$ cat config.mk
export PLATFORM = sky130hd
export DESIGN_NAME = otsu_fifo
export DESIGN_NICKNAME = d
export VERILOG_FILES = /design/src/hw/rtl/otsu_pkg.sv /design/src/hw/rtl/otsu_fifo.sv
export SDC_FILE = /design/constraint.sdc
export NUM_CORES = 1
export LEC_CHECK = 0
export ABC_AREA = 1
export BUFFER_PORTS_ARGS = -buffer_cell sky130_fd_sc_hd__buf_4
export CAP_MARGIN = 40
export CORE_MARGIN = 3
export CORE_UTILIZATION = 52
export DETAILED_ROUTE_END_ITERATION = 12
export HOLD_SLACK_MARGIN = 0.15
export PLACE_DENSITY = 0.79
export SYNTH_ARGS = -nofsm -noshare
export SYNTH_HDL_FRONTEND = slang
export SYNTH_SLANG_ARGS = --single-unit
export TNS_END_PERCENT = 50
$ cat constraint.sdc
create_clock -name clk -period 2.52 [get_ports clk]
set_clock_uncertainty 0.2 [all_clocks]
set_input_delay 0.504 -clock clk [delete_from_list [all_inputs] [get_ports clk]]
set_output_delay 0.504 -clock clk [all_outputs]
set_load 0.1 [all_outputs]
$ cat src/hw/rtl/otsu_pkg.sv
package otsu_pkg;

  localparam int MAX_PIXELS_LOG2 = 24;
  localparam int CNT_W    = MAX_PIXELS_LOG2 + 1;
  localparam int SUM_W    = MAX_PIXELS_LOG2 + 8;
  localparam int BIN_W    = 8;
  localparam int NUM_BINS = 256;
  localparam int XY_W     = SUM_W + CNT_W;
  localparam int NUM_W    = 2 * XY_W;
  localparam int DEN_W    = 2 * CNT_W;
  localparam int MA_W     = NUM_W;
  localparam int MB_W     = XY_W;
  localparam int MP_W     = MA_W + MB_W;
  localparam int Q_DEPTH  = 4;
  localparam int Q_AW     = 2;
  localparam int ADDR_W   = 4;

  localparam logic [BIN_W-1:0] FALLBACK_T = 8'd180;

  localparam logic [1:0] REG_ALPHA_FLOOR   = 2'd0;
  localparam logic [1:0] REG_CLAMP_LOW     = 2'd1;
  localparam logic [1:0] REG_CLAMP_HIGH    = 2'd2;
  localparam logic [1:0] REG_EMPTY_DEFAULT = 2'd3;

  localparam logic [7:0] RST_ALPHA_FLOOR   = 8'd8;
  localparam logic [7:0] RST_CLAMP_LOW     = 8'd72;
  localparam logic [7:0] RST_CLAMP_HIGH    = 8'd220;
  localparam logic [7:0] RST_EMPTY_DEFAULT = 8'd180;

  typedef struct packed {
    logic [BIN_W-1:0] lum;
    logic             vis;
    logic             last;
  } qent_t;

  typedef struct packed {
    logic            start;
    logic [MA_W-1:0] a;
    logic [MB_W-1:0] b;
  } mul_req_t;

  typedef struct packed {
    logic            busy;
    logic            done;
    logic [MP_W-1:0] p;
  } mul_rsp_t;

endpackage

$ cat src/hw/rtl/otsu_fifo.sv
module otsu_fifo import otsu_pkg::*; (
  input  logic  clk,
  input  logic  rst_n,
  input  logic  wr_en,
  input  qent_t wr_data,
  output logic  q_full,
  input  logic  rd_en,
  output qent_t rd_data,
  output logic  q_empty
);

  qent_t           mem_r [Q_DEPTH];
  logic [Q_AW-1:0] wp_r;
  logic [Q_AW-1:0] rp_r;
  logic [Q_AW:0]   cnt_r;

  assign q_full  = (cnt_r == (Q_AW+1)'(Q_DEPTH));
  assign q_empty = (cnt_r == '0);
  assign rd_data = mem_r[rp_r];

  always_ff @(posedge clk) begin
    if (!rst_n) begin
      wp_r  <= '0;
      rp_r  <= '0;
      cnt_r <= '0;
    end else begin
      if (wr_en) wp_r <= wp_r + 1'b1;
      if (rd_en) rp_r <= rp_r + 1'b1;
      cnt_r <= cnt_r + (Q_AW+1)'(wr_en) - (Q_AW+1)'(rd_en);
    end
  end

  always_ff @(posedge clk) begin
    if (wr_en) mem_r[wp_r] <= wr_data;
  end

endmodule

Yosys cells after proc, flatten, opt, wreduce, memory -nomap -nowiden

Memory sizes are Yosys's and may differ from the RTL's. A register that Yosys moved wholly into a read port is not among the register bits.
Index checks and enable logic that the tools add are counted.

Register bits after elaboration: 7
Bits in writable memories: 40
Input port bits: 14
Output and inout port bits: 12
Word-level logic and storage cells: 14
Memories kept: 1

$add $sub $neg: 4
Equal/unequal tests: 1
Muxes and demuxes: 4
Reduce and logical (&&, ||, !) cells: 1

Memories:

| name  | depth | width | rd ports | clocked after Yosys merged registers in | wr ports | line            | RTL |
|---|---|---|---|---|---|---|---|
| mem_r | 4     | 10    | 1        | 1                                       | 1        | otsu_fifo.sv:12 | `qent_t mem_r [Q_DEPTH];` |

Operators with widths:

| cell                                        | count |
|---|---|
| adder 2 x 1 -> 2 bit, second input constant | 2 |
| 2-to-1 mux 2 bit                            | 2 |
| adder 3 x 1 -> 3 bit                        | 1 |
| equality test 3 bit, second input constant  | 1 |
| zero test 3 bit                             | 1 |
| subtractor 3 x 1 -> 3 bit                   | 1 |
| 2-to-1 mux 1 bit                            | 2 |

Longest topological paths before layout

Depth in word-level cells: 3
Mapped depth: 8
Gate-level depth less buffers: 8

Worst setup path after synthesis

Ideal clock, no wire load.

Kind: register -> output
From: reg cnt_r[1]
To: out q_empty
Arrival: 2.375 ns
Data required time: 1.816 ns
Setup slack: -0.559 ns
Stages on the path, launching flop included: 2
Path buffers: 0
Cells stage by stage: dfxtp_1 -> nor3_1

Longest elaborated chain between the ends: 1

RTL lines:

| element                | line            | RTL |
|---|---|---|
| start, declared        | otsu_fifo.sv:15 | `logic [Q_AW:0] cnt_r;` |
| start signal, assigned | otsu_fifo.sv:29 | `cnt_r <= cnt_r + (Q_AW+1)'(wr_en) - (Q_AW+1)'(rd_en);` |
| zero test 3 bit        | otsu_fifo.sv:18 | `assign q_empty = (cnt_r == '0);` |
| end, declared          | otsu_fifo.sv:9  | `output logic q_empty` |

No other way between the ends.

==> impl_results.md <==
* Synthesis Warnings at 0
* Netlist area before placement at 2000 sq um
* Count of fill cells added during filler insertion at 300
* Floorplan die width at ~70 um
* Final Max Slew Viols at 0
* Clock tree from TritonCTS: done
* Via count at between 1000 and 1500
* Utilization of the core after routing at 66.0%
* Final critical-path share of the clock period at between 80 and 90%
* Worst Hold Depth at 1
* Final net count at 220
* HPWL reported at the end of detailed placement at about 2400 um
* Antenna violations before repair at 0
* Wire length of the first global-routing pass at ~5300 um
* Max-Slew Margin vs Limit at approximately two thirds
* First drt pass iteration count at 4
* Reg-to-reg critical path endpoint: cnt_r[2]$_SDFF_PN0_
* Largest fanout of any net on the critical path at 13
* Hold Vio Cnt, Final at 0
* Routed len/inst at about 14 um
* Total wirelength of the detailed-routed design at 3360 um
* Total of endpoints with negative setup slack in the final report at 0
* LEAKAGE at around 1 nW
* Hold wc startpoint: wr_data[3]
* Residual overflow from global routing at 0
* Number of buffers on the longest clock path at 2
* Area of the multi-input gates at 455 sq um
* DRC violations left at 0
* Mean instance size in the synthesized netlist at ~12 sq um
* Post-CTS repair timing setup buffer count at 0
* Layout Cell Area excl Fill at 2320 sq um
* Sequential Area at around 1400 sq um
* Vias/cell at 5.07
* Commonest cells after routing, fill and taps aside: 40 x sky130_fd_sc_hd__edfxtp_1, 35 x sky130_fd_sc_hd__inv_1, 30 x sky130_fd_sc_hd__nand2_1
* Worst hold-check slack at approximately 0.20 ns
* Number of top-level pins at 26
* Sink of the worst hold path: mem_r[0][3]$_DFFE_PP_
* # resized after CTS at 0
* CTS Buf Count at 5
* RSZ-0062 raised after global routing: no
* Cell variety after synth at 16
* Synth Net Count at roughly 190
* Worst slew pin tran at about 0.48 ns
* Depth of the worst register-to-register path at 8
* Max-cap check violation count at 0
* Critical path class: reg -> out
* Diode insertion count for antenna repair at 0
* Type of destination of the critical path: primary output
* Layout Area Growth over Synthesis at 15.9%
* Sequential area share after synthesis at 68.9%
* Clock-pin transition on the worst setup and hold timing paths at around 0.09 ns
* Via count of the first global-routing pass at 1270
* Final TNS setup at 0 ns
* FF+latch count, synth at 49
* R2R Path Start: cnt_r[0]$_SDFF_PN0_
* Peak Freq at 447 MHz
* Cell count after synthesis at 171
* All-layer global routing usage at between 15 and 20%
* Placement Rows at 21
* Maximum number of pins on one net before global-route repair at 41
* Time the final worst path needs with I/O delays and setup at about 2.2 ns
* Worst reg-to-reg setup slack at 0.64 ns
* Number of DRC violations after detailed-routing iteration 0 at slightly below 50
* CTS Hold Buffers Added at 0
* Highest ir drop seen on vdd at between 0.4 and 0.5 mV
* Outcome: complete, no violations
* CTS H-Tree Depth at 2
* Startpoint class of the critical path: register
* Hold Crit Class: in -> reg
* DP Area at 2230 sq um
* Critical path data arrival time at roughly 1.5 ns
* Clk Latency, worst-skew pair at ~0.30 ns
* Most common cell after layout, fill and taps aside: sky130_fd_sc_hd__edfxtp_1
* Height of the chip at approximately 68 um
* Root buffer cell: sky130_fd_sc_hd__clkbuf_8
* Count of input and output buffers at 25
* Antenna violation net count after detailed routing at 0
* Ratio of cells with drive above 1 in the final layout at 18.0%
* Core ar. at about 3500 sq um
* Clock sink count at between 40 and 50
* Starting density of the core at between 50% and 60%
* Power per standard cell area at between 800 and 900 nW/um^2
* Power Total at 1.88 mW
* Required time reported for the critical path endpoint at between 1.5 and 2 ns
* Routability cong. at 0.673
* Area of the die at around 4600 sq um
## layer usage
layer | track usage [%] | routed length, um | share of wire [%] | vias to the layer above
met3 | 4.93 | 142 | 4.2 | 7
met4 | 9.68 | 60 | 1.8 | 0
met2 | 30.4 | 1860 | 55 | 23
met5 | 0 | 0 | 0 | -
met1 | 16.4 | 1290 | 38 | 596
li1 | - | - | - | 622
## registers in the layout, summed over array words and instances, names as in the netlist, named ones only
name / cells
wp_r: 2
cnt_r: 3
rp_r: 2
mem_r: 40
## through the flow
step                instances  setup slack, ns
finish                    246            0.285
global route              246            0.177
CTS                       246            0.268
detailed placement        238            0.452
global placement          238            0.521
floorplan                 171           0.0820
## synthesized netlist by cell type
| cell | n | area share [%] |
|---|---|---|
| sky130_fd_sc_hd__o21ai_1 | 6 | 1.5 |
| sky130_fd_sc_hd__a21oi_1 | 16 | 4.0 |
| sky130_fd_sc_hd__nand2_1 | 30 | 5.6 |
| sky130_fd_sc_hd__buf_6 | 1 | 0.56 |
| sky130_fd_sc_hd__ha_1 | 6 | 3.7 |
| sky130_fd_sc_hd__buf_4 | 2 | 0.75 |
| sky130_fd_sc_hd__nor3_1 | 1 | 0.25 |
| sky130_fd_sc_hd__dfxtp_1 | 9 | 9.0 |
| sky130_fd_sc_hd__o211ai_1 | 10 | 3.7 |
| sky130_fd_sc_hd__inv_1 | 35 | 6.6 |
| sky130_fd_sc_hd__o21ai_0 | 8 | 2.0 |
| sky130_fd_sc_hd__edfxtp_1 | 40 | 60 |
| sky130_fd_sc_hd__fa_1 | 1 | 1.0 |
| sky130_fd_sc_hd__nand3_1 | 1 | 0.25 |
| sky130_fd_sc_hd__nor2_1 | 2 | 0.37 |
| sky130_fd_sc_hd__buf_2 | 3 | 0.75 |
## kinds of logic (layout without fill, tap and decap cells)
family / Yosys count / count (layout) / synth area share, %
flops: 49 / 49 / 68.9
buf+inv: 41 / 70 / 8.61
compound gates: 40 / 40 / 11.2
simple gates: 34 / 34 / 6.49
fa+ha+maj: 7 / 7 / 4.74
## power by group
group          total [mW]  switching [mW]  internal, mW
combinational       0.480           0.372         0.108
clock               0.456           0.255         0.200
sequential          0.948          0.0249         0.923
total                1.88           0.652          1.23
## area by class of cell
| class | instances | share of cell area [%] |
|---|---|---|
| clock inverter | 3 | 1.08 |
| tap | 46 | 2.48 |
| sequential | 49 | 59.5 |
| timing repair buffer | 27 | 8.73 |
| inverter | 35 | 5.66 |
| clock buffer | 5 | 2.96 |
| multi-input combinational | 81 | 19.6 |
## how the worst max path moves through the flow
stage | from | to | slack [ns]
finish | register | rd_data[6] | 0.28
global route | register | rd_data[8] | 0.18
CTS | register | rd_data[6] | 0.27
detailed placement | rd_en | cnt_r[2]$_SDFF_PN0_ | 0.45
global placement | rd_en | cnt_r[2]$_SDFF_PN0_ | 0.52
floorplan | cnt_r[1]$_SDFF_PN0_ | q_full | 0.08
## critical path: stages (launching register included)
cell                       delay (ns)
sky130_fd_sc_hd__dfxtp_1         0.48
sky130_fd_sc_hd__buf_4           0.25
sky130_fd_sc_hd__o211ai_1        0.12
sky130_fd_sc_hd__nand2_1         0.09
sky130_fd_sc_hd__buf_4           0.28
Power figures use the tool's default switching activity.
