### config.mk
export PLATFORM = sky130hd
export DESIGN_NAME = otsu_front
export DESIGN_NICKNAME = d
export VERILOG_FILES = /design/src/hw/rtl/otsu_pkg.sv /design/src/hw/rtl/otsu_front.sv
export SDC_FILE = /design/constraint.sdc
export NUM_CORES = 1
export LEC_CHECK = 0
export BUFFER_PORTS_ARGS = -buffer_cell sky130_fd_sc_hd__clkbuf_2
export CAP_MARGIN = 20
export CORE_UTILIZATION = 55
export CTS_BUF_LIST = sky130_fd_sc_hd__clkbuf_2
export DETAILED_ROUTE_END_ITERATION = 10
export PLACE_DENSITY = 0.77
export SYNTH_ARGS = -nofsm -noshare
export SYNTH_HDL_FRONTEND = slang
export SYNTH_SLANG_ARGS = --single-unit
### constraint.sdc
create_clock -name clk -period 9 [get_ports clk]
set_input_delay 0.45 -clock clk [delete_from_list [all_inputs] [get_ports clk]]
set_output_delay 0.45 -clock clk [all_outputs]
set_load 0.02 [all_outputs]
### src/hw/rtl/otsu_pkg.sv
package otsu_pkg;

  localparam int MAX_PIXELS_LOG2 = 24;
  localparam int CNT_W    = MAX_PIXELS_LOG2 + 1;
  localparam int SUM_W    = MAX_PIXELS_LOG2 + 8;
  localparam int BIN_W    = 8;
  localparam int NUM_BINS = 256;
  localparam int XY_W     = SUM_W + CNT_W;
  localparam int NUM_W    = 2 * XY_W;
  localparam int DEN_W    = 2 * CNT_W;
  localparam int MA_W     = NUM_W;
  localparam int MB_W     = XY_W;
  localparam int MP_W     = MA_W + MB_W;
  localparam int Q_DEPTH  = 4;
  localparam int Q_AW     = 2;
  localparam int ADDR_W   = 4;

  localparam logic [BIN_W-1:0] FALLBACK_T = 8'd180;

  localparam logic [1:0] REG_ALPHA_FLOOR   = 2'd0;
  localparam logic [1:0] REG_CLAMP_LOW     = 2'd1;
  localparam logic [1:0] REG_CLAMP_HIGH    = 2'd2;
  localparam logic [1:0] REG_EMPTY_DEFAULT = 2'd3;

  localparam logic [7:0] RST_ALPHA_FLOOR   = 8'd8;
  localparam logic [7:0] RST_CLAMP_LOW     = 8'd72;
  localparam logic [7:0] RST_CLAMP_HIGH    = 8'd220;
  localparam logic [7:0] RST_EMPTY_DEFAULT = 8'd180;

  typedef struct packed {
    logic [BIN_W-1:0] lum;
    logic             vis;
    logic             last;
  } qent_t;

  typedef struct packed {
    logic            start;
    logic [MA_W-1:0] a;
    logic [MB_W-1:0] b;
  } mul_req_t;

  typedef struct packed {
    logic            busy;
    logic            done;
    logic [MP_W-1:0] p;
  } mul_rsp_t;

endpackage

### src/hw/rtl/otsu_front.sv
module otsu_front import otsu_pkg::*; (
  input  logic       clk,
  input  logic       rst_n,
  input  logic       accept,
  input  logic [7:0] blue,
  input  logic [7:0] green,
  input  logic [7:0] red,
  input  logic [7:0] alpha,
  input  logic       last,
  input  logic [7:0] alpha_floor,
  output logic       q_push,
  output qent_t      q_data
);

  logic [CNT_W-1:0] cnt_r;
  logic [CNT_W-1:0] cnt_nxt;
  logic [15:0]      wsum;
  logic             vis;

  assign wsum = ({8'd0, red} * 16'd77) + ({8'd0, green} * 16'd150) +
                ({8'd0, blue} * 16'd29) + 16'd128;
  assign vis  = (alpha >= alpha_floor) && (cnt_r < (CNT_W'(1) << MAX_PIXELS_LOG2));

  assign q_push      = accept && (vis || last);
  assign q_data.lum  = wsum[15:8];
  assign q_data.vis  = vis;
  assign q_data.last = last;

  always_comb begin
    cnt_nxt = cnt_r;
    if (accept) begin
      if (last) cnt_nxt = '0;
      else if (vis) cnt_nxt = cnt_r + 1'b1;
    end
  end

  always_ff @(posedge clk) begin
    if (!rst_n) cnt_r <= '0;
    else cnt_r <= cnt_nxt;
  end

endmodule

Word level (Yosys, flattened, before mapping)
Index checks and enable logic that the tools add are counted.

operators by class
  reductions and logical operators = 5
  magnitude comparators = 2
  muxes and demuxes = 2
  $mul = 3
  $add $sub $neg = 4

operators by type and width
  cell                                                                 number
  25-bit two-way mux                                                   2
  8-bit by 7-bit multiplier with 15-bit output, second input constant  2
  25-bit by 1-bit adder with 25-bit output, second input constant      1
  25-bit less-than comparator, second input constant                   1
  15-bit by 16-bit adder with 16-bit output                            1
  16-bit by 13-bit adder with 16-bit output                            1
  16-bit by 8-bit adder with 16-bit output, second input constant      1
  8-bit by 5-bit multiplier with 13-bit output, second input constant  1
  8-bit greater-or-equal comparator                                    1
  1-bit logical AND                                                    2
  2-bit AND reduction                                                  1
  2-bit nonzero test                                                   1
  1-bit logical OR                                                     1

storage, ports and cells
  output and inout bits = 11
  bits of input ports = 44
  logic and storage cells = 17
  register bits after elaboration = 25

Logic depth before layout (Yosys ltp)
Gate-level depths: netlist (run 1).

  depth after elaboration = 4
  mapped depth = 25

Worst setup path after synthesis (run 1)
No wires, ideal clock.

  path kind = input to output
  start = input port green[4]
  end = output port q_data[8] (netlist name)
  cell stages on the path = 21
  setup slack = 2.015 ns
  path buffers = 0
  data required time = 8.550 ns
  arrival = 6.535 ns
  path through = ha_1 > ha_1 > inv_1 > fa_1 > fa_1 > inv_1 > ha_1 > xor2_1 > fa_1 > inv_1 > fa_1 > fa_1 > fa_1 > inv_1 > ha_1 > ha_1 > a2111o_1 > a31oi_1 > o21bai_1 > a41o_1 > a31oi_1

RTL lines
  element          RTL line          source
  start, declared  otsu_front.sv:6   input logic [7:0] green,
  end, declared    otsu_front.sv:12  output qent_t q_data

==> results of run 1 <==
per-layer routing:
layer	vias to the layer above	GRT usage	part of all wire
met3	7	0.02095	0.039
met2	80	0.3586	0.47
met1	1735	0.2934	0.49
met5	-	0	0
met4	0	0.02181	0.0052
li1	1892	-	-
cells by family (layout without fill, tap and decap cells):
group / after synthesis / in the layout / share of synthesized area
buf+inv: 131 / 179 / 0.1066
fa+ha+maj: 161 / 161 / 0.4924
compound gates: 96 / 96 / 0.1421
simple gates: 105 / 105 / 0.1251
mux: 1 / 1 / 0.002031
xor+xnor: 17 / 17 / 0.03020
flops: 25 / 25 / 0.1015
worst min-delay path by stage:
stage                     slack (ns)  depth (start not counted)         to      start
after global placement          0.44                          1  cnt_r[18]  cnt_r[18]
after global routing            0.52                          4  cnt_r[19]     accept
after floorplan                 0.43                          1  cnt_r[18]  cnt_r[18]
after detailed placement        0.46                          1  cnt_r[18]  cnt_r[18]
after CTS                       0.49                          1  cnt_r[18]  cnt_r[18]
final                           0.49                          1  cnt_r[18]  cnt_r[18]
cell usage in the layout, fill, tap and decap left out, drive strengths merged, types with 5 or more instances in the layout:
cell type and n:
nand3 14, nor3 8, ha 106, a31oi 7
o21ai 14, or2 5, nand4 10, xnor2 12
xor2 5, fa 55, o211ai 12, nand2 18
a21oi 14, or3 16, clkbuf 58, inv 121
a21o 8, dfxtp 25, nor2 17, a21boi 18
worst max-delay path, stage by stage:
cell,delay [ns]
clkbuf_2,0.12
ha_1,0.32
ha_1,0.30
ha_1,0.29
inv_1,0.05
fa_1,0.50
inv_1,0.04
ha_1,0.31
inv_1,0.09
o21bai_1,0.18
xor2_1,0.20
fa_1,0.43
inv_1,0.09
fa_1,0.43
fa_1,0.47
fa_1,0.55
inv_1,0.04
ha_1,0.29
ha_1,0.35
a2111o_1,0.37
a31oi_1,0.20
o21bai_1,0.19
a41o_1,0.30
nor2_1,0.13
xnor2_1,0.13
clkbuf_2,0.19
cell type report:
class	count	area, sq um
multi-input cells	380	3904
fillers	755	3395
flip-flops and latches	25	500.5
inverters	121	454.2
repair buffers	54	270.3
well taps	108	135.1
clock buffers	4	20.02
per-stage QoR:
| stage | util | worst slack, ns | hold WS, ns |
|---|---|---|---|
| finish | 0.6089 | 1.535 | 0.4933 |
| global route | 0.6089 | 1.192 | 0.5193 |
| detailed placement | 0.6065 | 1.560 | 0.4587 |
| CTS | 0.6089 | 1.535 | 0.4871 |
| floorplan | - | 2.015 | 0.4262 |
| global placement | 0.6065 | 1.677 | 0.4435 |
==> key figures, run 1 <==
Status
  – Status: completed

Synthesis
  – Yosys warns: 0
  – Sequential area share after synthesis: 0.1015
  – Synth area leaders: ha_1 (27%), fa_1 (22%), dfxtp_1 (10%), inv_1 (9.2%), xnor2_1 (2.1%)
  – EDFF count, synth: 0
  – Top cell type's share of synthesized area: 0.2690
  – Net Count, Synth: 741
  – Post-Syn Area: 4930 sq um
  – Post-Syn Instances: about 540
  – Synth cell count leaders: inv_1 (121), ha_1 (106), fa_1 (55)
  – Synth unique cells: 59
  – Flops & latches, synth: 25
  – Syn Area/Cell: 9.197 sq um
  – Area leader, netlist: ha_1
  – Post-synth ARST share: 0
  – Count leader, synth: inv_1
  – Top_reg_cell synth: dfxtp_1

Global routing
  – Vias in the first global route: 3743
  – Largest net degree at the start of global routing: 24
  – First-pass GRT wire length: 16.55 mm
  – Gr usage total: 0.2085
  – Total grt overflow: 0
  – Initial antenna violation count: 0

Clock tree
  – Clock latency on the worst-skew pair: 0.36 ns
  – Clk slew on worst S/H paths: 0.25 ns
  – CTS tree: done
  – CTS Buf Count: 3
  – Root Buffer Master: clkbuf_2
  – H-tree Lvls: 1
  – Post-CTS Hold Buffers: 0
  – Post-CTS Setup Repair Bufs: 0
  – Post_cts resized: 0
  – Max Root-Sink Buffers: 2
  – Sink Count: 25

Finish
  – Max reg flops: 25
  – Fin cells: 692
  – Diode count: 0
  – Share of cells above drive strength 1: 0.1455
  – Largest regs: cnt_r: 25 flops
  – NumNets Final: 790
  – Area growth from synthesis to layout: 7.183%
  – Final Instance Area: 5284 sq um
  – Largest reg by FF count: cnt_r

Die
  – Die height: 96.68 um
  – DIE WIDTH: 96.68 um
  – Initial core utilization: 0.5681
  – Die area: 9346 sq um
  – Number of placed I/O pins: 55
  – FP Rows: 34
  – Core Box Area: ~8700 sq um

Route
  – Routed len/inst: 13.27 um
  – Residual DRC: 0
  – Total number of vias: 3714
  – Post-DRT Antenna Nets: 0
  – Overall routed net length: 9.185 mm
  – Vias per std cell: 5.367
  – Initial detailed-routing violation count: 106
  – Pre-Repair DR Iteration Count: 4

Timing
  – Min cycle time layout: 7.465 ns
  – Final Cycle Share: 0.8294
  – Slew Limit Fails: 0
  – Peak Freq: between 100 and 150 MHz
  – Rel. slew slack: 0.6309
  – Worst Tran Pin Value: 0.5535 ns
  – RSZ-0062 raised after global routing: no
  – Setup violations, final: 0
  – Setup Skew: 0.01620 ns
  – Final hold vios: 0
  – Final TNS setup: 0 ns

Critical path
  – Reg2reg path depth: 8
  – Setup CP Type: primary input to output pin
  – CP max FO: 4
  – Reg2reg start: cnt_r[0]
  – CP startpoint kind: primary input
  – Arrival time worst endpoint: 7.02 ns
  – Critical Path End: q_data[9]
  – Critical R2R Capture: cnt_r[18]
  – Endpoint type of the worst setup path: output pin
  – Worst setup path startpoint: green[3]
  – Reg2reg setup slack: 6.96 ns
  – Critical Path RT: around 8.6 ns

Min path
  – Path type of the worst min-delay path: flop to flop

Placed design
  – DP Cell Count: 688
  – Detailed Place HPWL: 7.995 mm
  – Placement Cell Area: 5264 sq um
  – Port bufs: 54
  – GPL Wtd Cong: between 0.8 and 0.9

Job
  – Max Cap Viol: 0
Power of run 1 is left out: the tool's default activity adds up to more than one toggle a clock period on the data nets, which glitch-free logic cannot reach.
==> inputs of run 2 (changes only) <==
--- a/config.mk
+++ b/config.mk
@@ -5,12 +5,13 @@
 export SDC_FILE = /design/constraint.sdc
 export NUM_CORES = 1
 export LEC_CHECK = 0
+export ABC_AREA = 1
 export BUFFER_PORTS_ARGS = -buffer_cell sky130_fd_sc_hd__clkbuf_2
 export CAP_MARGIN = 20
 export CORE_UTILIZATION = 55
 export CTS_BUF_LIST = sky130_fd_sc_hd__clkbuf_2
 export DETAILED_ROUTE_END_ITERATION = 10
-export PLACE_DENSITY = 0.77
+export PLACE_DENSITY = 0.79
 export SYNTH_ARGS = -nofsm -noshare
 export SYNTH_HDL_FRONTEND = slang
 export SYNTH_SLANG_ARGS = --single-unit
==> constraint.sdc (replaced) <==
create_clock -name clk -period 6.8 [get_ports clk]
set_input_delay 0.34 -clock clk [delete_from_list [all_inputs] [get_ports clk]]
set_output_delay 0.34 -clock clk [all_outputs]
set_load 0.02 [all_outputs]
==> key figures, run 2 <==
Placed design
  – Detailed Place HPWL: 9.500 mm (was 7.995 mm)
  – Port bufs: 54 (unchanged)
  – DP Worst Slack: 0.04249 ns (was 1.560 ns)
  – DP Cell Count: 901 (was 688)
  – GPL Wtd Cong: 0.8911 (was 0.8568)

Timing
  – Rel. slew slack: 0.6168 (was 0.6309)
  – Min cycle time layout: around 6.6 ns
  – Setup violations, final: 0 (unchanged)
  – Final Cycle Share: 0.9693
  – WHS: 0.3115 ns (was 0.4933 ns)
  – Peak Freq: 151.7 MHz
  – Fin worst setup slack: 0.2085 ns (was 1.535 ns)
  – RSZ-0062 raised after global routing: yes (was no)
  – Slew Limit Fails: 0 (unchanged)
  – Setup Skew: 0.007245 ns (was 0.01620 ns)
  – Final hold vios: 0 (unchanged)
  – Worst Tran Pin Value: 0.5749 ns (was 0.5535 ns)

Finish
  – Number of fill cells: 810 (was 755)
  – Commonest non-fill, non-tap cell in the layout: inv_1 (unchanged)
  – Largest reg by FF count: cnt_r (unchanged)
  – Largest regs: cnt_r: 25 flops (unchanged)
  – Max reg flops: 25 (unchanged)
  – NumNets Final: 982 (was 790)
  – Diode count: 0 (unchanged)
  – Most frequent cells in the layout: inv_1 (147), nand2_1 (124), ha_1 (103) (was inv_1 (121), ha_1 (106), clkbuf_2 (58))
  – Share of cells above drive strength 1: 0.1198 (was 0.1455)
  – Fin cells: 905 (was 692)
  – Area growth from synthesis to layout: 8.136% (was 7.183%)

Critical path
  – Slowest cell on crit path: fa_1 (unchanged)
  – CP max FO: 4 (unchanged)
  – Worst path max stage delay: 0.55 ns (about the same)
  – Endpoint type of the worst setup path: output pin (unchanged)
  – Most frequent cell on the critical path: fa_1 (was ha_1)
  – CP startpoint kind: primary input (unchanged)
  – Arrival time worst endpoint: 6.25 ns (was 7.02 ns)
  – Setup CP Type: primary input to output pin (unchanged)
  – Critical Path RT: 6.46 ns (was 8.55 ns)

Synthesis
  – Net Count, Synth: 934 (was 741)
  – Synth unique cells: 32 (was 59)
  – Top cell type's share of synthesized area: 0.2443 (was 0.2690)
  – Flops & latches, synth: 25 (unchanged)
  – EDFF count, synth: 0 (unchanged)
  – Area leader, netlist: ha_1 (unchanged)
  – Post-synth ARST share: 0 (unchanged)
  – Count leader, synth: inv_1 (unchanged)
  – Synth cell count leaders: inv_1 (147), nand2_1 (124), ha_1 (106) (was inv_1 (121), ha_1 (106), fa_1 (55))
  – Syn Area/Cell: 7.447 sq um (was 9.197 sq um)
  – Post-Syn Instances: 729 (was 536)
  – Sequential area share after synthesis: 0.09219 (was 0.1015)
  – Top_reg_cell synth: dfxtp_1 (unchanged)
  – Synth area leaders: ha_1 (24%), fa_1 (20%), inv_1 (10%), dfxtp_1 (9.2%), nand2_1 (8.6%) (was ha_1 (27%), fa_1 (22%), dfxtp_1 (10%), inv_1 (9.2%), xnor2_1 (2.1%))
  – Yosys warns: 0 (unchanged)
  – Post-Syn Area: 5429 sq um (was 4930 sq um)

Job
  – Max Cap Viol: 0 (unchanged)

Die
  – Die area: 10270 sq um (was 9346 sq um)
  – Die height: 101.4 um (was 96.68 um)
  – Initial core utilization: 0.5766 (was 0.5681)
  – Number of placed I/O pins: 55 (unchanged)
  – FP Rows: 35 (was 34)
  – DIE WIDTH: 101.4 um (was 96.68 um)
  – Core Box Area: 9415 sq um (was 8678 sq um)

Global routing
  – Initial antenna violation count: 0 (unchanged)
  – Vias in the first global route: 4540 (was 3743)
  – Largest net degree at the start of global routing: 27 (was 24)
  – Total grt overflow: 0 (unchanged)
  – First-pass GRT wire length: 19.18 mm (was 16.55 mm)
  – Gr usage total: 0.2277 (was 0.2085)

Clock tree
  – Clock latency on the worst-skew pair: 0.37 ns (was 0.36 ns)
  – CTS tree: done (unchanged)
  – CTS Buf Count: 3 (unchanged)
  – Root Buffer Master: clkbuf_2 (unchanged)
  – Clk slew on worst S/H paths: 0.27 ns (was 0.25 ns)
  – Post-CTS Setup Repair Bufs: 0 (unchanged)
  – Max Root-Sink Buffers: 2 (unchanged)
  – H-tree Lvls: 1 (unchanged)
  – Sink Count: 25 (unchanged)

Route
  – Routed len/inst: 12.19 um (was 13.27 um)
  – Overall routed net length: 11.03 mm (was 9.185 mm)
  – Residual DRC: 0 (unchanged)
  – Initial detailed-routing violation count: 168 (was 106)
  – Pre-Repair DR Iteration Count: 4 (unchanged)
  – Post-DRT Antenna Nets: 0 (unchanged)
  – Total number of vias: 4613 (was 3714)
  – Vias per std cell: 5.097 (was 5.367)

Status
  – Status: completed (unchanged)

Min path
  – Path type of the worst min-delay path: primary input to flop (was flop to flop)
-- run 2: cell count changes after synthesis, sizes merged, moves of 12 or more --
cell    before  now
nand2       18  133
nor2        17   82
nand3       14   63
a21oi       14   40
inv        121  147
a21boi      18    0
or3         16    0
xor2         5   19
o211ai      12    0
-- run 2: critical path, delay by kind of cell --
| kind | cells | cell delay, ns |
|---|---|---|
| simple gates | 4 | 0.38 |
| xor+xnor | 1 | 0.18 |
| compound gates | 3 | 0.50 |
| buf+inv | 7 | 0.64 |
| fa+ha+maj | 11 | 4.21 |
-- run 2: path summary, 6_finish.rpt --
path | end | slack, ns | cells past startpoint | startpoint
hold reg to reg | cnt_r[24] | 0.53 | 2 | cnt_r[24]
setup / recovery | q_data[8] | 0.21 | 26 | green[3]
hold / removal | cnt_r[24] | 0.31 | 3 | rst_n
setup reg to reg | cnt_r[16] | 4.94 | 9 | cnt_r[0]
-- run 2: layer usage --
metal,track usage,routed length (um),vias up
met5,0,0,-
met4,0.04571,155,0
met3,0.007591,233,14
met2,0.4228,5458,78
met1,0.2957,5180,2144
li1,-,-,2377
-- run 2: final cells by class --
| type | instances | area, sq um | share of cell area |
|---|---|---|---|
| tap | 129 | 161.4 | 0.02749 |
| timing repair buffer | 57 | 297.8 | 0.05072 |
| clock inverter | 1 | 7.507 | 0.001279 |
| clock buffer | 3 | 15.01 | 0.002558 |
| sequential | 25 | 500.5 | 0.08525 |
| inverter | 148 | 556.8 | 0.09484 |
| multi-input combinational | 542 | 4332 | 0.7379 |
-- run 2: through the flow --
step | instance area, sq um | util | setup TNS (ns)
global route | 5871 | 0.6235 | -0.2225
CTS | 5794 | 0.6154 | 0
floorplan | 5429 | - | 0
detailed placement | 5772 | 0.6130 | 0
global placement | 5772 | 0.6130 | 0
finish | 5871 | 0.6235 | 0
-- run 2: cell families (layout without fill, tap and decap cells) --
kind of cell             after synthesis  in the layout  share of synthesized area
AND/OR/NAND/NOR                      294            294                     0.2342
buffers and inverters                162            209                     0.1231
adder cells (fa/ha/maj)              161            161                     0.4471
AO/OA/AOI/OAI                         63             63                    0.06476
flip-flops                            25             25                    0.09219
XOR/XNOR                              24             24                    0.03872
-- run 2: timing repair --
action	in CTS	in global routing
hold buffers	0	0
setup endpoints to repair	0	6
hold endpoints to repair	0	0
gates resized for setup	0	17
Power of run 2 is left out for the same reason.
