## config.mk

```make
export PLATFORM = sky130hd
export DESIGN_NAME = otsu_mul
export DESIGN_NICKNAME = d
export VERILOG_FILES = /design/src/hw/rtl/otsu_pkg.sv /design/src/hw/rtl/otsu_mul.sv
export SDC_FILE = /design/constraint.sdc
export NUM_CORES = 1
export LEC_CHECK = 0
export BUFFER_PORTS_ARGS = -buffer_cell sky130_fd_sc_hd__buf_2
export CAP_MARGIN = 20
export CORE_UTILIZATION = 54
export DETAILED_ROUTE_END_ITERATION = 8
export PLACE_DENSITY = 0.86
export SLEW_MARGIN = 40
export SYNTH_ARGS = -nofsm -noshare
export SYNTH_HDL_FRONTEND = slang
export SYNTH_SLANG_ARGS = --single-unit
```

## constraint.sdc

```tcl
create_clock -name clk -period 3.2 [get_ports clk]
set_input_delay 0.32 -clock clk [delete_from_list [all_inputs] [get_ports clk]]
set_output_delay 0.32 -clock clk [all_outputs]
set_load 0.02 [all_outputs]
```

## src/hw/rtl/otsu_pkg.sv

```systemverilog
package otsu_pkg;

  localparam int MAX_PIXELS_LOG2 = 24;
  localparam int CNT_W    = MAX_PIXELS_LOG2 + 1;
  localparam int SUM_W    = MAX_PIXELS_LOG2 + 8;
  localparam int BIN_W    = 8;
  localparam int NUM_BINS = 256;
  localparam int XY_W     = SUM_W + CNT_W;
  localparam int NUM_W    = 2 * XY_W;
  localparam int DEN_W    = 2 * CNT_W;
  localparam int MA_W     = NUM_W;
  localparam int MB_W     = XY_W;
  localparam int MP_W     = MA_W + MB_W;
  localparam int Q_DEPTH  = 4;
  localparam int Q_AW     = 2;
  localparam int ADDR_W   = 4;

  localparam logic [BIN_W-1:0] FALLBACK_T = 8'd180;

  localparam logic [1:0] REG_ALPHA_FLOOR   = 2'd0;
  localparam logic [1:0] REG_CLAMP_LOW     = 2'd1;
  localparam logic [1:0] REG_CLAMP_HIGH    = 2'd2;
  localparam logic [1:0] REG_EMPTY_DEFAULT = 2'd3;

  localparam logic [7:0] RST_ALPHA_FLOOR   = 8'd8;
  localparam logic [7:0] RST_CLAMP_LOW     = 8'd72;
  localparam logic [7:0] RST_CLAMP_HIGH    = 8'd220;
  localparam logic [7:0] RST_EMPTY_DEFAULT = 8'd180;

  typedef struct packed {
    logic [BIN_W-1:0] lum;
    logic             vis;
    logic             last;
  } qent_t;

  typedef struct packed {
    logic            start;
    logic [MA_W-1:0] a;
    logic [MB_W-1:0] b;
  } mul_req_t;

  typedef struct packed {
    logic            busy;
    logic            done;
    logic [MP_W-1:0] p;
  } mul_rsp_t;

endpackage

```

## src/hw/rtl/otsu_mul.sv

```systemverilog
module otsu_mul import otsu_pkg::*; (
  input  logic     clk,
  input  logic     rst_n,
  input  mul_req_t req,
  output mul_rsp_t rsp
);

  logic            busy_r;
  logic [MP_W-1:0] acc_r;
  logic [MP_W-1:0] a_r;
  logic [MB_W-1:0] b_r;

  assign rsp.busy = busy_r;
  assign rsp.done = busy_r && (b_r == '0);
  assign rsp.p    = acc_r;

  always_ff @(posedge clk) begin
    if (!rst_n) begin
      busy_r <= 1'b0;
    end else if (req.start && !busy_r) begin
      busy_r <= 1'b1;
    end else if (busy_r && (b_r == '0)) begin
      busy_r <= 1'b0;
    end
  end

  always_ff @(posedge clk) begin
    if (req.start && !busy_r) begin
      acc_r <= '0;
      a_r   <= {{MB_W{1'b0}}, req.a};
      b_r   <= req.b;
    end else if (busy_r && (b_r != '0)) begin
      if (b_r[0]) acc_r <= acc_r + a_r;
      a_r <= a_r << 1;
      b_r <= b_r >> 1;
    end
  end

endmodule

```

==> results of run 1 <==
[logic make-up after synthesis]
kind of cell               after synthesis  synth area share
xor gates and xnor gates               145            0.0468
adders and majority gates              171            0.0791
buffers and inverters                  270            0.0386
and+or+nand+nor                       1609             0.255
AOI/OAI and AO/OA                      997             0.221
muxes                                    5           0.00212
DFF                                    400             0.358
[through the flow]
step	utilization	area, µm²
2_1_floorplan	-	27100
3_3_place_gp	0.704	34700
3_5_place_dp	0.705	34700
4_1_cts	0.804	39600
[per-layer routing]
metal	overflow	GRT usage
met1	1	0.653
met2	47	0.839
met3	3	0.419
met4	36	0.572
met5	0	0.186
[repair_timing]
action                                  in CTS
hold buffers                               117
hold endpoints to repair                   117
endpoints found under the setup margin     101
pin swaps                                  119
gates resized for setup                    351
buffers inserted                            65
==> impl_results.md, run 1 <==
* Sequential fraction of the synthesis area at 0.358
* Cell accounting for the most synthesized area: sky130_fd_sc_hd__edfxtp_1
* Number of cells after detailed placement at roughly 5,000
* Die span in x at 226 µm
* Number of CTS-inserted buffers at between 40 and 50
* Run Error: [ERROR GRT-0232] Routing congestion too high. Check the congestion heatmap in the GUI.
* Flip-flop cell with the highest count after synthesis: sky130_fd_sc_hd__dfxtp_1
* #FFs+latches synth at 400
* Clock Path Buffers at 3
* Number of top-level pins at 347
* Row Count at 81
* Global routing usage summed across all routing layers at 0.631
* Number of levels in the clock H-tree at 2
* Commonest cells post-synth: sky130_fd_sc_hd__nand2_1, sky130_fd_sc_hd__a21oi_1, sky130_fd_sc_hd__o21ai_0
* End pin of the worst setup path after global-route repair: acc_r[156]$_SDFFE_PP0P_/D
* Fail Step: global routing (5_1_grt)
* Cells after synthesis at 3,597
* Share of async-settable or async-resettable flops after synthesis at 0
* Outcome: stopped before the end
* Fraction of synthesized cell area taken by the top area cell type at 0.189
* Avg Cell Area, Syn at about 7.5 µm²
* Initial core utilization at 0.551
* Number of sinks driven by the clock tree at 400
* Remaining global-route overflow at 87
* Kind of the worst endpoint: register input
* Root cell of the clock tree: sky130_fd_sc_hd__clkbuf_16
* Number of flops mapped to enable cells by yosys at 171
* Die extent in y at 226 µm
* Input/output buffers at 346
* Total of warnings raised by yosys at 0
* Post-DP HPWL at roughly 76,000 µm
* Worst-case setup slack after placement at -0.620 ns
* Post-synthesis net count at 3,942
* Largest net degree at the start of global routing at a little under 200
* Distinct cells, synth at 86
* Final estimated routing congestion in global placement at about 1.0
* Leading cell types by total area after synthesis: sky130_fd_sc_hd__edfxtp_1, sky130_fd_sc_hd__dfxtp_1, sky130_fd_sc_hd__nand2_1
* Cell with the most instances after synthesis: sky130_fd_sc_hd__nand2_1
* Synthesized area at 27,100 µm²
==> inputs of run 2 (changes only) <==
--- a/config.mk
+++ b/config.mk
@@ -7,9 +7,9 @@
 export LEC_CHECK = 0
 export BUFFER_PORTS_ARGS = -buffer_cell sky130_fd_sc_hd__buf_2
 export CAP_MARGIN = 20
-export CORE_UTILIZATION = 54
+export CORE_UTILIZATION = 40
 export DETAILED_ROUTE_END_ITERATION = 8
-export PLACE_DENSITY = 0.86
+export PLACE_DENSITY_LB_ADDON = 0.15
 export SLEW_MARGIN = 40
 export SYNTH_ARGS = -nofsm -noshare
 export SYNTH_HDL_FRONTEND = slang
==> constraint.sdc (replaced) <==
create_clock -name clk -period 4.2 [get_ports clk]
set_input_delay 0.42 -clock clk [delete_from_list [all_inputs] [get_ports clk]]
set_output_delay 0.42 -clock clk [all_outputs]
set_load 0.02 [all_outputs]
==> run 2 against run 1 <==
  * The run now ends clean
  * Synthesized area unchanged
  * Synthesized cell count stayed put
==> impl_results.md, run 2 <==
* Post-DR vias/cell at 5.58
* Max-slew violation count at 0
* Number of antenna-violating nets in the routed design at 0
* Remaining design rule violation count at 0
* Avg Cell Area, Syn at 7.54 µm² (unchanged)
* Fraction of synthesized cell area taken by the top area cell type at 0.189 (unchanged)
* Share of async-settable or async-resettable flops after synthesis at 0 (unchanged)
* Cell accounting for the most synthesized area: sky130_fd_sc_hd__edfxtp_1
* Initial core utilization at 0.404 (-0.147)
* Row Count at 95 (+17%)
* Most frequent cell on the critical path: sky130_fd_sc_hd__buf_4
* First-pass iteration count of the detailed router at 6
* Number of CTS-inserted buffers at 48 (+6.7%)
* Most common library cell in the layout ignoring fill and taps: sky130_fd_sc_hd__nand2_1
* Global routing usage summed across all routing layers at 0.269
* Post-synthesis net count at 3,942 (unchanged)
* Drt total wl at 95,200 µm
* Die span in x at 262 µm (+16%)
* Leading cell types in the layout, fill and taps excluded: sky130_fd_sc_hd__nand2_1, sky130_fd_sc_hd__a21oi_1, sky130_fd_sc_hd__buf_2
* Post-route fraction of the period consumed by the critical path at 0.963
* Final worst path period need at 4.04 ns
* Final estimated routing congestion in global placement at 0.999 (-3.2%)
* Max-slew headroom at the worst pin at 0.429
* Setup repair after global routing missed its margin: false
* Cells after synthesis at 3,597 (unchanged)
* Final-layout setup total negative slack at 0 ns
* #FFs+latches synth at 400 (unchanged)
* Number of levels in the clock H-tree at 2 (unchanged)
* Max IR drop VDD at 0.311 mV
* Total of warnings raised by yosys at 0 (unchanged)
* Min-delay worst type: input pin to flop
* Outcome: finished, final reports clean
* Cell with the most instances after synthesis: sky130_fd_sc_hd__nand2_1
* Sequential fraction of the synthesis area at 0.358 (unchanged)
* Delay contributed by the slowest stage of the critical path at 0.52 ns
* Clock slew at reported path FFs at 0.06 ns
* Commonest cells post-synth: sky130_fd_sc_hd__nand2_1, sky130_fd_sc_hd__a21oi_1, sky130_fd_sc_hd__o21ai_0
* Clk_lat worst skew at 0.61 ns
* Global-route wire length before repair at about 150,000 µm
* Leakage power total at 13.4 nW
* Core ar. at 67,200 µm²
* Vias in the first global route at 25,700
* Die extent in y at 262 µm (+16%)
* Overall power after layout at roughly 0.014 W
* Growth of design area from synthesis to finish at 15.7%
* Die area at roughly 69,000 µm²
* Hold violation count in the final report at 0
* Largest registers: a_r (171), acc_r (171), b_r (57)
* Power Density at 431 nW/µm²
* Highest Clock Rate at 247 MHz
* Clock Path Buffers at 3 (unchanged)
* CP arrival at 4.51 ns
* Family with the most delay on the worst path: compound AO/OA/AOI/OAI gates
* Cells along the critical path: ha_1 > nand2_1 > buf_4 > nor4_1 > and3_1 > a21boi_0 > nor4b_1 > buf_4 > nand4_1 > a31o_2 > a21oi_1 > buf_4 > o31ai_1 > xnor2_1 > o21ai_0
* Endpoint required time on the critical path at 4.67 ns
* Remaining global-route overflow at 0
* Max FO, Critical Path at 6
* Number of top-level pins at 347 (unchanged)
* Number of flops mapped to enable cells by yosys at 171 (unchanged)
* Crit path buffers/inverters at 3
* Root cell of the clock tree: sky130_fd_sc_hd__clkbuf_16
* Flip-flop cell with the highest count after synthesis: sky130_fd_sc_hd__dfxtp_1
* Post-DP HPWL at 74,300 µm (-2.0%)
* Classification of the worst setup path: flop to flop
* Number of antenna violations at the first check in global routing at 3
* Number of nets in the finished design at between 4,000 and 5,000
* Worst-Margin Slew at between 0.8 and 0.9 ns
* Crit. End Element: flop
* DRC violation total after the first TritonRoute iteration at between 1,500 and 2,000
* CP Launch Type: flop
* Input/output buffers at 346 (unchanged)
* Largest net degree at the start of global routing at 153
* Number of sinks driven by the clock tree at 400 (unchanged)
* Synthesized area at 27,100 µm² (unchanged)
* Leading cell types by total area after synthesis: sky130_fd_sc_hd__edfxtp_1, sky130_fd_sc_hd__dfxtp_1, sky130_fd_sc_hd__nand2_1
* Ratio of cells with drive above 1 in the final layout at 0.140
* Average routed wire per standard cell at 20.0 µm
* Clock Skew at 0.0221 ns
* Crit-path slowest cell: sky130_fd_sc_hd__a21boi_0
* Number of failing setup endpoints in the final timing report at 0
* Distinct cells, synth at 86 (unchanged)
* Total number of vias at 26,600
* Max-capacitance violation count at 0
* Clock tree from TritonCTS: built
-- run 2: cell counts after synthesis --
Identical to the previous run, type by type.
-- run 2: kinds of logic after synthesis --
logic type,after synthesis,share of synthesized area
multiplexers,5,0.00212
buffers and inverters,270,0.0386
AO/OA/AOI/OAI,997,0.221
AND/OR/NAND/NOR,1609,0.255
flip-flops,400,0.358
XOR/XNOR,145,0.0468
adder cells (fa/ha/maj),171,0.0791
-- run 2: routing by layer --
metal | vias to the layer above | GRT usage | part of all wire
li1 | 13200 | - | -
met1 | 12500 | 0.359 | 0.45
met2 | 727 | 0.454 | 0.47
met3 | 141 | 0.0408 | 0.056
met4 | 0 | 0.0707 | 0.025
met5 | - | 0 | 0
-- run 2: worst reg2reg max path, cell delays in order, from the launching register on --
cell                       delay (ns)
sky130_fd_sc_hd__edfxtp_1        0.39
sky130_fd_sc_hd__ha_1            0.41
sky130_fd_sc_hd__nand2_1         0.10
sky130_fd_sc_hd__buf_4           0.16
sky130_fd_sc_hd__nor4_1          0.41
sky130_fd_sc_hd__and3_1          0.29
sky130_fd_sc_hd__a21boi_0        0.52
sky130_fd_sc_hd__nor4b_1         0.16
sky130_fd_sc_hd__buf_4           0.19
sky130_fd_sc_hd__nand4_1         0.20
sky130_fd_sc_hd__a31o_2          0.24
sky130_fd_sc_hd__a21oi_1         0.08
sky130_fd_sc_hd__buf_4           0.17
sky130_fd_sc_hd__o31ai_1         0.36
sky130_fd_sc_hd__xnor2_1         0.16
sky130_fd_sc_hd__o21ai_0         0.08
-- run 2: power breakdown --
group	internal [W]	switching [W]	leakage [nW]	total, W
clock	0.00243	0.00179	0.758	0.00422
sequential	0.00458	0.000349	3.57	0.00492
combinational	0.00150	0.00289	9.10	0.00439
total	0.00851	0.00503	13.4	0.0135
-- run 2: layout make-up --
| cell class | instances | area, µm² |
|---|---|---|
| antenna | 3 | 7.51 |
| clock buffer | 78 | 1420 |
| clock inverter | 12 | 153 |
| fill | 6892 | 35800 |
| inverter | 56 | 210 |
| multi-input combinational | 2927 | 16400 |
| sequential | 400 | 9720 |
| tap | 873 | 1090 |
| timing repair buffer | 417 | 2360 |
-- run 2: stage by stage --
stage | util | instance area (µm²) | setup WS (ns) | cells | hold slack (ns)
6_report | 0.467 | 31400 | 0.156 | 4766 | 0.0674
5_1_grt | 0.467 | 31400 | 0.000560 | 4765 | 0.0558
4_1_cts | 0.467 | 31300 | 0.0475 | 4762 | 0.0333
3_5_place_dp | 0.443 | 29800 | 0.0670 | 4671 | 0.463
3_3_place_gp | 0.443 | 29700 | 0.140 | 4670 | 0.457
2_1_floorplan | - | 27100 | 0.656 | 3597 | 0.448
-- run 2: path summary, 6_finish.rpt --
path / startpoint / endpoint / slack (ns) / cells past startpoint
setup / recovery: a_r[47] / acc_r[142] / 0.16 / 15
hold / removal: req[83] / a_r[26] / 0.07 / 3
hold reg to reg: acc_r[29] / acc_r[29] / 0.47 / 2
setup reg to reg: a_r[47] / acc_r[142] / 0.16 / 15
-- run 2: what timing repair did --
item,in CTS,in global routing
setup buffers,0,1
hold buffers,1,0
hold endpoints to repair,1,0
gates resized for setup,0,7
endpoints found under the setup margin,0,22
Note: power is estimated with default switching activity, not from simulation.
==> inputs of run 3 (changes only) <==
--- a/config.mk
+++ b/config.mk
@@ -5,6 +5,7 @@
 export SDC_FILE = /design/constraint.sdc
 export NUM_CORES = 1
 export LEC_CHECK = 0
+export ABC_AREA = 1
 export BUFFER_PORTS_ARGS = -buffer_cell sky130_fd_sc_hd__buf_2
 export CAP_MARGIN = 20
 export CORE_UTILIZATION = 40
==> constraint.sdc (replaced) <==
create_clock -name clk -period 4.2 [get_ports clk]
set_input_delay 0.42 -clock clk [delete_from_list [all_inputs] [get_ports clk]]
set_output_delay 0.42 -clock clk [all_outputs]
set_load 0.05 [all_outputs]
==> run 3 against run 2 <==
  * Register-to-register slack better by 0.37 ns
  * Highest routed layer unchanged
  * Combinational power is 50% higher
  * Wire length up 73%
  * Sequential power rose by 2%
  * Global-route usage up 8.9 points
  * Setup slack better by 0.37 ns
  * Synthesized cell count up 72%
  * Via count increased by 44%
  * Non-clock buffer count decreased by 3
  * Largest power group is now combinational cells
  * Critical path type unchanged
  * Clock power up 8.5%
==> impl_results.md, run 3 <==
* Leading cell types by total area after synthesis: sky130_fd_sc_hd__nand2_1, sky130_fd_sc_hd__inv_1, sky130_fd_sc_hd__edfxtp_1
* Cell with the most instances after synthesis: sky130_fd_sc_hd__nand2_1
* Die extent in y at 300 µm (+14%)
* Number of top-level pins at 347 (unchanged)
* Die area at 89,900 µm² (+31%)
* Drt total wl at 164,000 µm (+73%)
* Number of nets in the finished design at 6,896 (+64%)
* DRC violation total after the first TritonRoute iteration at 3,554 (+110%)
* Remaining global-route overflow at 0 (unchanged)
* Hold violation count in the final report at 0 (unchanged)
* Clock slew at reported path FFs at 0.06 ns (about the same)
* Number of cells after detailed placement at 7,635 (+63%)
* Outcome: finished, final reports clean
* Core ar. at 87,300 µm² (+30%)
* #FFs+latches synth at 400 (unchanged)
* Power Density at 400 nW/µm² (-7.2%)
* Family with the most delay on the worst path: simple AND/OR/NAND/NOR gates
* Avg Cell Area, Syn at 5.73 µm² (-24%)
* Number of standard cells in the final layout excluding fillers at 7,750 (+63%)
* Highest Clock Rate at 272 MHz (+9.9%)
* Worst-Margin Slew at 0.966 ns (+0.111 ns)
* Total number of vias at 38,300 (+44%)
* Min-delay worst type: input pin to flop
* Clock tree from TritonCTS: built
* Share of async-settable or async-resettable flops after synthesis at 0 (unchanged)
* Endpoint required time on the critical path at 4.80 ns (+0.13 ns)
* Max FO, Critical Path at 5 (-1)
* Worst reg2reg path endpoint: acc_r[123]
* Area of the multi-input gates at 19,700 µm² (+20%)
* Instance count along the most critical hold path at 3 (unchanged)
* Fill cell total of the finished layout at 9,595 (+39%)
* Max-capacitance violation count at 0 (unchanged)
* CP arrival at 4.27 ns (-0.24 ns)
* Cells after synthesis at 6,190 (+72%)
* Synthesized area at 35,500 µm² (+31%)
* Remaining design rule violation count at 0 (unchanged)
* Crit-path slowest cell: sky130_fd_sc_hd__nand3_1
* Worst hold path startpoint: req[151]
* Vias in the first global route at 36,300 (+42%)
* Max-slew headroom at the worst pin at 0.356 (-0.0738)
* Max IR drop VDD at 0.360 mV (+16%)
* Distinct cells, synth at 44 (-49%)
* End of the worst hold path: a_r[94]
* Largest registers: a_r (171), acc_r (171), b_r (57)
* Setup repair after global routing missed its margin: false
* First-pass iteration count of the detailed router at 7 (+1)
* Final-layout setup total negative slack at 0 ns (unchanged)
* Initial core utilization at 0.407 (+0.00253)
* Depth of the worst register-to-register path at 12 (-3)
* Clk_lat worst skew at 0.70 ns (+0.09 ns)
* Number of CTS-inserted buffers at 51 (+6.3%)
* Global routing usage summed across all routing layers at 0.359 (+0.0893)
* Post-route fraction of the period consumed by the critical path at 0.876 (-0.0871)
* Ratio of cells with drive above 1 in the final layout at 0.105 (-0.0351)
* Global-route wire length before repair at 236,000 µm (+60%)
* Number of sinks driven by the clock tree at 400 (unchanged)
* Final estimated routing congestion in global placement at 1.11 (+12%)
* Crit Reg-Reg Startpoint: acc_r[96]
* Classification of the worst setup path: flop to flop
* Die span in x at 300 µm (+14%)
* Clock Skew at 0.0679 ns (+0.0458 ns)
* Number of levels in the clock H-tree at 2 (unchanged)
* Number of antenna violations at the first check in global routing at 6 (+3)
* Total of warnings raised by yosys at 0 (unchanged)
* Post-synthesis net count at 6,535 (+66%)
* Number of antenna-violating nets in the routed design at 0 (unchanged)
* Growth of design area from synthesis to finish at 14.3%
* Root cell of the clock tree: sky130_fd_sc_hd__clkbuf_16
* Row Count at 108 (+14%)
* Average routed wire per standard cell at 21.2 µm (+6.2%)
* Sequential fraction of the synthesis area at 0.274 (-0.0843)
* Clock Path Buffers at 3 (unchanged)
* Max-slew violation count at 0 (unchanged)
* Fraction of synthesized cell area taken by the top area cell type at 0.262 (+0.0731)
* Crit. End Element: flop
* Input/output buffers at 346 (unchanged)
* Final worst path period need at 3.68 ns (-0.366 ns)
* Number of failing setup endpoints in the final timing report at 0 (unchanged)
* Cell accounting for the most synthesized area: sky130_fd_sc_hd__nand2_1
* Commonest cells post-synth: sky130_fd_sc_hd__nand2_1, sky130_fd_sc_hd__inv_1, sky130_fd_sc_hd__nor2_1
* Crit path buffers/inverters at 2 (-1)
* Flip-flop cell with the highest count after synthesis: sky130_fd_sc_hd__dfxtp_1
* Post-DR vias/cell at 4.95 (-11%)
* Leading cell types in the layout, fill and taps excluded: sky130_fd_sc_hd__nand2_1, sky130_fd_sc_hd__inv_1, sky130_fd_sc_hd__nor2_1
* Number of flops mapped to enable cells by yosys at 171 (unchanged)
* Most common library cell in the layout ignoring fill and taps: sky130_fd_sc_hd__nand2_1
* Cells along the critical path: ha_1 > nand2_1 > nor2_1 > nand2_1 > nor2_1 > inv_1 > nor2_1 > nand3_1 > nand3_1 > nand3_1 > nand2_1 > inv_1
* Sequential cell area at 9720 µm² (unchanged)
* Leakage power total at 23.2 nW (+73%)
* Largest net degree at the start of global routing at 128 (-16%)
* Delay contributed by the slowest stage of the critical path at 0.54 ns (+0.02 ns)
* Post-DP HPWL at 138,000 µm (+86%)
* CP Launch Type: flop
* Reg2reg setup slack at 0.52 ns (+0.37 ns)
-- run 3: how the worst max path moves through the flow --
stage,from,to,slack [ns],cells past startpoint
2_1_floorplan,b_r[0],a_r[0],0.49,7
3_3_place_gp,acc_r[96],acc_r[163],0.66,16
3_5_place_dp,acc_r[96],acc_r[163],0.73,16
4_1_cts,acc_r[96],acc_r[163],0.74,16
5_1_grt,a_r[96],acc_r[123],0.51,12
6_report,acc_r[96],acc_r[123],0.52,12
-- run 3: repair_timing --
item,in CTS,in global routing
resized for setup,0,0
hold buffers,18,0
endpoints found under the hold margin,18,0
setup buffers,0,0
-- run 3: worst reg2reg max path: cells and delay by family (launching register included) --
| kind | cells | cell delay [ns] |
|---|---|---|
| AND/OR/NAND/NOR | 9 | 2.50 |
| flip-flops | 1 | 0.44 |
| buffers and inverters | 2 | 0.18 |
| adder cells (fa/ha/maj) | 1 | 0.49 |
-- run 3: layout make-up --
cell class	instances	share of cell area
flip-flops and latches	400	0.240
well taps	1155	0.0356
clock buffers	69	0.0344
multi-input cells	4183	0.485
diodes	2	0.000123
inverters	1501	0.139
repair buffers	414	0.0587
clock inverters	26	0.00768
-- run 3: power by group --
| group | leakage [nW] | switching [W] | internal [W] | total (W) |
|---|---|---|---|---|
| sequential | 3.59 | 0.000407 | 0.00463 | 0.00504 |
| clock | 0.824 | 0.00197 | 0.00261 | 0.00458 |
| combinational | 18.8 | 0.00488 | 0.00172 | 0.00660 |
-- run 3: metrics by stage --
| stage | setup WS [ns] | utilization | instance area, µm² | power [W] | hold slack [ns] |
|---|---|---|---|---|---|
| 2_1_floorplan | 0.494 | - | 35500 | 0.00924 | 0.462 |
| 3_3_place_gp | 0.662 | 0.443 | 38600 | 0.0116 | 0.475 |
| 3_5_place_dp | 0.729 | 0.443 | 38600 | 0.0116 | 0.480 |
| 4_1_cts | 0.743 | 0.464 | 40500 | 0.0162 | 0.000390 |
| 5_1_grt | 0.513 | 0.464 | 40500 | 0.0170 | 0.0199 |
| 6_report | 0.522 | 0.465 | 40500 | 0.0162 | 0.0230 |
-- run 3: logic make-up after synthesis --
| logic type | share of synthesized area |
|---|---|
| AOI/OAI and AO/OA | 0.0829 |
| and+or+nand+nor | 0.389 |
| adders and majority gates | 0.0605 |
| DFF | 0.274 |
| buffers and inverters | 0.173 |
| xor gates and xnor gates | 0.0205 |
-- run 3: per-layer routing --
metal,share of wire,vias up,track usage
met4,0.051,0,0.165
met2,0.44,1366,0.570
li1,-,19200,-
met5,0,-,0
met3,0.068,276,0.0477
met1,0.44,17500,0.482
